## src/design/dnsd_pkg.sv

```systemverilog
// ----------------------------------------------------------------------------
// dnsd_pkg
// Shared constants and types of the DNS name decompressor.
// ----------------------------------------------------------------------------
package dnsd_pkg;

   localparam int MSG_BYTES_DEF = 1024;
   localparam int NAME_MAX_DEF  = 256;

   localparam logic OP_LOAD   = 1'b0;
   localparam logic OP_DECODE = 1'b1;

   localparam logic REG_NAME_CAPACITY = 1'b0;
   localparam logic [8:0] CAP_RESET   = 9'd256;

   localparam logic [2:0] ST_OK       = 3'd0;
   localparam logic [2:0] ST_BOUNDS   = 3'd1;
   localparam logic [2:0] ST_LOOP     = 3'd2;
   localparam logic [2:0] ST_RESERVED = 3'd3;
   localparam logic [2:0] ST_LONG     = 3'd4;

   localparam logic [4:0] MAX_HOPS  = 5'd16;
   localparam logic [1:0] TAG_LABEL = 2'b00;
   localparam logic [1:0] TAG_PTR   = 2'b11;
   localparam logic [7:0] DOT_CHAR  = 8'h2e;
   localparam logic [3:0] CHUNK_MAX = 4'd8;

   typedef struct packed {
      logic [63:0] name_chunk;
      logic [3:0]  chunk_bytes;
      logic        last;
      logic [2:0]  status;
      logic [10:0] consumed;
   } dnsd_rsp_type;

endpackage

```

## src/design/dnsd_addcmp.sv

```systemverilog
// ----------------------------------------------------------------------------
// dnsd_addcmp
// Shared adder and bound comparator used by the name walker for every
// bounds and pointer target check and for the label capacity check.
// ----------------------------------------------------------------------------
module dnsd_addcmp #(
   parameter int WIDTH = 14
) (
   input  logic [WIDTH-1:0] opa,
   input  logic [WIDTH-1:0] opb,
   input  logic [WIDTH-1:0] bound,
   output logic             over
);

   logic [WIDTH:0] sum;

   assign sum  = {1'b0, opa} + {1'b0, opb};
   assign over = sum > {1'b0, bound};

endmodule

```

## src/design/dnsd_walker.sv

```systemverilog
// ----------------------------------------------------------------------------
// dnsd_walker
// Sequencer that walks labels and compression pointers in the message
// store, packs the name into chunks and drives the response register.
// ----------------------------------------------------------------------------
module dnsd_walker #(
   parameter int MSG_BYTES = dnsd_pkg::MSG_BYTES_DEF,
   parameter int NAME_MAX  = dnsd_pkg::NAME_MAX_DEF
) (
   input  logic                             clock,
   input  logic                             reset,
   input  logic                             start,
   input  logic [9:0]                       start_offset,
   input  logic [$clog2(MSG_BYTES+1)-1:0]   msg_len,
   input  logic [8:0]                       cap,
   output logic [$clog2(MSG_BYTES)-1:0]     rd_addr,
   input  logic [7:0]                       rd_data,
   output logic                             busy,
   input  logic                             rsp_stall,
   output logic                             rsp_valid,
   output dnsd_pkg::dnsd_rsp_type           rsp
);

   localparam int PosW = $clog2(MSG_BYTES + 1);
   localparam int AW   = $clog2(MSG_BYTES);
   localparam int CmpW = (PosW > 14) ? PosW : 14;
   localparam int NlW  = $clog2(NAME_MAX + 1);

   typedef enum logic [3:0] {
      S_IDLE, S_HEAD, S_TYPE, S_CAP, S_CRD, S_CWR, S_DOT, S_PTR, S_END, S_FLUSH, S_FIN
   } state_type;

   state_type              state_ff, state_in;
   logic [CmpW-1:0]        pos_ff, pos_in;
   logic [CmpW-1:0]        start_ff, start_in;
   logic [4:0]             hops_ff, hops_in;
   logic                   jumped_ff, jumped_in;
   logic [10:0]            used_ff, used_in;
   logic [NlW-1:0]         nlen_ff, nlen_in;
   logic [5:0]             cnt_ff, cnt_in;
   logic [5:0]             lab_ff, lab_in;
   logic [5:0]             hi_ff, hi_in;
   logic [63:0]            buf_ff, buf_in;
   logic [3:0]             bufn_ff, bufn_in;
   logic [2:0]             status_ff, status_in;
   logic                   rsp_valid_ff, rsp_valid_in;
   dnsd_pkg::dnsd_rsp_type rsp_ff, rsp_in;

   logic [CmpW-1:0] opa, opb, bound, len_ext, pos_inc;
   logic [CmpW-1:0] used_ptr, used_end;
   logic            over, out_free, emit, push, push_ok;
   logic [7:0]      push_char;
   logic [8:0]      cap_eff;
   dnsd_pkg::dnsd_rsp_type emit_data;

   assign len_ext  = CmpW'(msg_len);
   assign pos_inc  = pos_ff + CmpW'(1);
   assign used_ptr = pos_ff + CmpW'(2) - start_ff;
   assign used_end = pos_ff + CmpW'(1) - start_ff;
   assign cap_eff  = (cap > 9'(NAME_MAX)) ? 9'(NAME_MAX) : cap;
   assign out_free = !rsp_valid_ff || !rsp_stall;
   assign push_ok  = (bufn_ff != dnsd_pkg::CHUNK_MAX) || out_free;
   assign rd_addr  = (state_ff == S_TYPE) ? pos_inc[AW-1:0] : pos_ff[AW-1:0];
   assign busy     = state_ff != S_IDLE;

   always_comb begin
      opa   = pos_ff;
      opb   = CmpW'(1);
      bound = len_ext;
      unique case (state_ff)
         S_TYPE: begin
            opb = (rd_data[7:6] == dnsd_pkg::TAG_PTR) ? CmpW'(2) : CmpW'(rd_data) + CmpW'(1);
         end
         S_CAP: begin
            opa   = CmpW'(nlen_ff);
            opb   = CmpW'(lab_ff) + CmpW'(2);
            bound = CmpW'(cap_eff);
         end
         S_PTR: begin
            opa = CmpW'({hi_ff, rd_data});
         end
         default: begin
            opa = pos_ff;
         end
      endcase
   end

   dnsd_addcmp #(
      .WIDTH(CmpW)
   ) u_addcmp (
      .opa  (opa),
      .opb  (opb),
      .bound(bound),
      .over (over)
   );

   always_comb begin
      state_in  = state_ff;
      pos_in    = pos_ff;
      start_in  = start_ff;
      hops_in   = hops_ff;
      jumped_in = jumped_ff;
      used_in   = used_ff;
      nlen_in   = nlen_ff;
      cnt_in    = cnt_ff;
      lab_in    = lab_ff;
      hi_in     = hi_ff;
      buf_in    = buf_ff;
      bufn_in   = bufn_ff;
      status_in = status_ff;
      push      = 1'b0;
      push_char = dnsd_pkg::DOT_CHAR;
      emit      = 1'b0;
      emit_data = '{name_chunk: buf_ff, chunk_bytes: bufn_ff, last: 1'b0,
                    status: dnsd_pkg::ST_OK, consumed: 11'd0};

      unique case (state_ff)
         S_IDLE: begin
            if (start) begin
               pos_in    = CmpW'(start_offset);
               start_in  = CmpW'(start_offset);
               hops_in   = 5'd0;
               jumped_in = 1'b0;
               used_in   = 11'd0;
               nlen_in   = '0;
               buf_in    = 64'd0;
               bufn_in   = 4'd0;
               status_in = dnsd_pkg::ST_OK;
               state_in  = S_HEAD;
            end
         end
         S_HEAD: begin
            if (over) begin
               status_in = dnsd_pkg::ST_BOUNDS;
               state_in  = S_FLUSH;
            end else begin
               state_in = S_TYPE;
            end
         end
         S_TYPE: begin
            if (rd_data[7:6] == dnsd_pkg::TAG_PTR) begin
               if (over) begin
                  status_in = dnsd_pkg::ST_BOUNDS;
                  state_in  = S_FLUSH;
               end else begin
                  if (!jumped_ff) begin
                     jumped_in = 1'b1;
                     used_in   = used_ptr[10:0];
                  end
                  if (hops_ff == dnsd_pkg::MAX_HOPS) begin
                     status_in = dnsd_pkg::ST_LOOP;
                     state_in  = S_FLUSH;
                  end else begin
                     hops_in  = hops_ff + 5'd1;
                     hi_in    = rd_data[5:0];
                     state_in = S_PTR;
                  end
               end
            end else if (rd_data[7:6] != dnsd_pkg::TAG_LABEL) begin
               status_in = dnsd_pkg::ST_RESERVED;
               state_in  = S_FLUSH;
            end else if (rd_data == 8'd0) begin
               if (!jumped_ff) begin
                  used_in = used_end[10:0];
               end
               state_in = S_END;
            end else if (over) begin
               status_in = dnsd_pkg::ST_BOUNDS;
               state_in  = S_FLUSH;
            end else begin
               lab_in   = rd_data[5:0];
               state_in = S_CAP;
            end
         end
         S_CAP: begin
            if (over) begin
               status_in = dnsd_pkg::ST_LONG;
               state_in  = S_FLUSH;
            end else begin
               cnt_in   = lab_ff;
               pos_in   = pos_inc;
               state_in = S_CRD;
            end
         end
         S_CRD: begin
            state_in = S_CWR;
         end
         S_CWR: begin
            push      = 1'b1;
            push_char = rd_data;
            if (push_ok) begin
               pos_in   = pos_inc;
               nlen_in  = nlen_ff + NlW'(1);
               cnt_in   = cnt_ff - 6'd1;
               state_in = (cnt_ff == 6'd1) ? S_DOT : S_CRD;
            end
         end
         S_DOT: begin
            push = 1'b1;
            if (push_ok) begin
               nlen_in  = nlen_ff + NlW'(1);
               state_in = S_HEAD;
            end
         end
         S_PTR: begin
            if (over) begin
               status_in = dnsd_pkg::ST_BOUNDS;
               state_in  = S_FLUSH;
            end else begin
               pos_in   = CmpW'({hi_ff, rd_data});
               state_in = S_HEAD;
            end
         end
         S_END: begin
            if (nlen_ff == '0) begin
               if (cap_eff < 9'd2) begin
                  status_in = dnsd_pkg::ST_LONG;
               end else begin
                  buf_in  = {56'd0, dnsd_pkg::DOT_CHAR};
                  bufn_in = 4'd1;
               end
            end
            state_in = S_FIN;
         end
         S_FLUSH: begin
            if (bufn_ff != dnsd_pkg::CHUNK_MAX) begin
               state_in = S_FIN;
            end else if (out_free) begin
               emit     = 1'b1;
               buf_in   = 64'd0;
               bufn_in  = 4'd0;
               state_in = S_FIN;
            end
         end
         S_FIN: begin
            if (out_free) begin
               emit      = 1'b1;
               emit_data = '{name_chunk: buf_ff, chunk_bytes: bufn_ff, last: 1'b1,
                             status: status_ff,
                             consumed: (status_ff == dnsd_pkg::ST_OK) ? used_ff : 11'd0};
               state_in  = S_IDLE;
            end
         end
         default: begin
            state_in = S_IDLE;
         end
      endcase

      // A full chunk leaves when a character must go in, or on a flush.
      if (push && push_ok) begin
         if (bufn_ff == dnsd_pkg::CHUNK_MAX) begin
            emit    = 1'b1;
            buf_in  = {56'd0, push_char};
            bufn_in = 4'd1;
         end else begin
            buf_in[8*bufn_ff[2:0] +: 8] = push_char;
            bufn_in = bufn_ff + 4'd1;
         end
      end

      rsp_valid_in = emit || (rsp_valid_ff && rsp_stall);
      rsp_in       = emit ? emit_data : rsp_ff;
   end

   always_ff @(posedge clock) begin
      if (reset) begin
         state_ff     <= S_IDLE;
         rsp_valid_ff <= 1'b0;
      end else begin
         state_ff     <= state_in;
         rsp_valid_ff <= rsp_valid_in;
      end
      pos_ff    <= pos_in;
      start_ff  <= start_in;
      hops_ff   <= hops_in;
      jumped_ff <= jumped_in;
      used_ff   <= used_in;
      nlen_ff   <= nlen_in;
      cnt_ff    <= cnt_in;
      lab_ff    <= lab_in;
      hi_ff     <= hi_in;
      buf_ff    <= buf_in;
      bufn_ff   <= bufn_in;
      status_ff <= status_in;
      rsp_ff    <= rsp_in;
   end

   assign rsp_valid = rsp_valid_ff;
   assign rsp       = rsp_ff;

endmodule

```

## config.mk

```make
export PLATFORM = sky130hd
export DESIGN_NAME = dnsd_walker
export DESIGN_NICKNAME = d
export VERILOG_FILES = /design/src/design/dnsd_pkg.sv /design/src/design/dnsd_addcmp.sv /design/src/design/dnsd_walker.sv
export SDC_FILE = /design/constraint.sdc
export NUM_CORES = 1
export LEC_CHECK = 0
export ABC_AREA = 1
export BUFFER_PORTS_ARGS = -buffer_cell sky130_fd_sc_hd__buf_2
export CAP_MARGIN = 0
export CORE_ASPECT_RATIO = 2
export CORE_MARGIN = 2
export CORE_UTILIZATION = 45
export CTS_CLUSTER_DIAMETER = 120
export CTS_CLUSTER_SIZE = 16
export DETAILED_ROUTE_END_ITERATION = 7
export PLACE_DENSITY_LB_ADDON = 0.1
export REMOVE_ABC_BUFFERS = 1
export SKIP_CTS_REPAIR_TIMING = 1
export SYNTH_ARGS = -nofsm -noshare
export SYNTH_HDL_FRONTEND = slang
export SYNTH_SLANG_ARGS = --single-unit
```

## constraint.sdc

```tcl
create_clock -name clock -period 4.85 [get_ports clock]
set_clock_uncertainty 0.2 [all_clocks]
set_input_delay 0.2425 -clock clock [delete_from_list [all_inputs] [get_ports clock]]
set_output_delay 0.2425 -clock clock [all_outputs]
set_load 0.1 [all_outputs]
```

==> out/qor.csv <==
stage;metric;value;unit
setup_path;slowest CP cell;dfxtp_1;
global_routing;first-pass GRT wire length;50900;um
synth;synthesized cell area;11800;um2
setup_path;Critical Path Max Stage Delay;0.38;ns
flow_run;Max Cap Viol;0;
synth;Syn Area/Cell;8.97;um2
timing;Hold Slack;-0.0140;ns
synth;Area contributors post-synth;edfxtp_1 (40%), dfxtp_1 (12%), nand2_1 (9.9%);
floorplan;CORE AREA;25700;um2
routing;post-detailed-route count of antenna-violating nets;0;
routing;Vias/cell;5.22;
timing;headroom to the max-slew limit;0.289;
setup_path;worst r2r src;state_ff[3]$_SDFFE_PP0P_;
place;port bufs;136;
synth;top_reg_cell synth;edfxtp_1;
min_path;Hold Startpoint;rsp_stall;
global_routing;initial antenna violation count;0;
final_layout;NumNets Final;1606;
cts;CTS Buf Count;18;
setup_path;WP data required;4.88;ns
outcome;status;finished with violations;
min_path;number of cells on the worst hold path;5;
cts;CTS HTree Levels;1;
final_layout;ant diodes;0;
setup_path;r2r worst-path depth;30;
synth;Post-synth EDFFs;158;
place;Place WS;0.129;ns
synth;ys async rst share;0;
final_layout;final core occ;0.540;
global_routing;largest net degree at the start of global routing;85;
synth;Cell variety after synth;51;
timing;Worst-Margin Slew;1.07;ns
min_path;Hold Crit Class;in2reg;
cts;TritonCTS clock tree;done;
synth;Gate Count Post-Synth;1311;
cts;Worst-path clk slew;0.08;ns
routing;WL met2;19300;um
routing;top routing layer used;met4;
min_path;Hold Path End;rsp_valid$_SDFF_PP0_;
timing;Tmin final;4.70;ns
floorplan;Chip Width;118;um
floorplan;Starting Density;0.459;
final_layout;area delta synth->final;17.7;%
routing;DRT iter0 DRCs;628;
routing;met1 WL;11200;um
timing;fmax;213;MHz
final_layout;ratio of cells with drive above 1 in the final layout;0.180;
cts;Worst-Skew Late Latency;0.51;ns
global_routing;number of global-route vias before repair;9508;
cts;Clock Tree Root;clkbuf_16;
routing;Avg WL per Cell;18.4;um
place;DP Wirelength;27100;um
synth;post-synthesis sequential area ratio;0.521;
synth;Seq cells post-synth;227;
setup_path;Worst R2R Setup Slack;0.15;ns
setup_path;CP dominant cell by count;nand2_1;
setup_path;Crit Path Class;reg2reg;
routing;Met3 Wirelength;1190;um
timing;max-slew violations;0;
timing;Final setup viols;0;
floorplan;FP Rows;83;
routing;final wirelength;34100;um
place;gp weighted congestion;0.976;
floorplan;die area;27500;um2
synth;Syn. warnings;0;
setup_path;CP max FO;7;
cts;# clock sinks;227;
routing;Detailed Routing Iterations Pass 1;5;
setup_path;Worst Setup Start Kind;flop;
cts;Clock Tree Buf Depth;3;
setup_path;worst path arrival time;4.72;ns
pwr;leakage;6.23;nW
timing;crit share post-route;0.968;
floorplan;io pins;137;
global_routing;total track usage;0.242;
pwr;pwr dens;538;nW/um2
setup_path;Critical Path End Type;flop;
floorplan;die height;233;um
setup_path;RR Endpoint;pos_ff[4]$_DFFE_PP_;
synth;Yosys top cell area share;0.403;
routing;Via Count;9667;
global_routing;grt ovf;0;
synth;Synth area leader;edfxtp_1;
pwr;Worst VDD drop;514;uV
outcome;failing checks;hold timing;
timing;Setup WS post-layout;0.155;ns
routing;DRC violations left;0;
timing;final hold vios;1;
## cells in the final DEF (no fill, tap or decap), types with 61 or more instances in the layout
cell,Yosys,layout
inv_1,150,149
o21ai_0,66,64
edfxtp_1,158,158
nor2_1,122,120
ha_1,62,61
nand2_1,311,308
a21oi_1,68,64
nand3_1,91,91
buf_2,0,136
dfxtp_1,69,67
## state kept, by name, summed over array words and instances, names as in the netlist, 5 cells and up
register  count
buf_ff       64
cnt_ff        6
hi_ff         6
hops_ff       5
lab_ff        6
nlen_ff       9
pos_ff       14
rsp          83
start_ff     10
used_ff      11
## critical path, delay by kind of cell, from the launching register on
| kind | cells | cell delay [ns] |
|---|---|---|
| AOI/OAI and AO/OA | 5 | 0.77 |
| adders and majority gates | 2 | 0.61 |
| buffers and inverters | 8 | 0.86 |
| DFF | 1 | 0.38 |
| and+or+nand+nor | 15 | 1.59 |
## per-layer routing
layer  vias to the layer above  global-route usage
li1                       4815                   -
met1                      4464               0.221
met2                       279               0.493
met3                       109              0.0194
met4                         0               0.160
met5                         -                   0
## stage by stage
stage | cell area (um2) | total power, W | std cells | TNS (ns)
3_3_place_gp | 13000 | 0.00595 | 1793 | 0
3_5_place_dp | 13000 | 0.00597 | 1793 | 0
6_report | 13800 | 0.00745 | 1851 | 0
5_1_grt | 13800 | 0.00791 | 1851 | -1.20
2_1_floorplan | 11700 | 0.00499 | 1290 | -13.20
4_1_cts | 13500 | 0.00739 | 1825 | 0
## worst max path at each step
stage                                  start                  endpoint  slack, ns  depth (start not counted)
finish              state_ff[3]$_SDFFE_PP0P_       pos_ff[4]$_DFFE_PP_       0.15                         30
global route        state_ff[3]$_SDFFE_PP0P_       pos_ff[4]$_DFFE_PP_      -0.08                         30
CTS                 state_ff[2]$_SDFFE_PP0P_       pos_ff[8]$_DFFE_PP_        0.1                         27
detailed placement  state_ff[0]$_SDFFE_PP0P_       pos_ff[3]$_DFFE_PP_       0.13                         28
global placement    state_ff[0]$_SDFFE_PP0P_  used_ff[8]$_SDFFCE_PN0P_       0.17                         27
floorplan           state_ff[1]$_SDFFE_PP0P_       pos_ff[0]$_DFFE_PP_      -0.76                         28
## where the power goes
part / switching [W] / internal (W)
clock: 0.000677 / 0.000737
sequential: 0.000211 / 0.00240
combinational: 0.00246 / 0.000968
## cell usage after synthesis (14+ instances only)
cell type / number
nand2_1: 311
inv_1: 150
dfxtp_1: 69
nor2_1: 122
o21ai_0: 66
edfxtp_1: 158
a21oi_1: 68
xor2_1: 14
inv_2: 20
ha_1: 62
nand3_1: 91
nand4_1: 19
## cell type report
class	instances	area [um2]
sequential	227	6130
inverter	172	649
clock inverter	1	16.3
tap	340	425
clock buffer	31	520
timing repair buffer	189	1150
fill	2455	11800
multi-input combinational	891	4950
## kinds of logic (layout without fill, tap and decap cells)
group | after synthesis | in the layout | synth area share
buf+inv | 193 | 393 | 0.0645
flops | 227 | 227 | 0.521
fa+ha+maj | 65 | 65 | 0.0710
other cells | 1 | 1 | 0.000319
compound gates | 208 | 208 | 0.107
xor+xnor | 26 | 26 | 0.0194
simple gates | 591 | 591 | 0.218
Power figures use the tool's default switching activity.
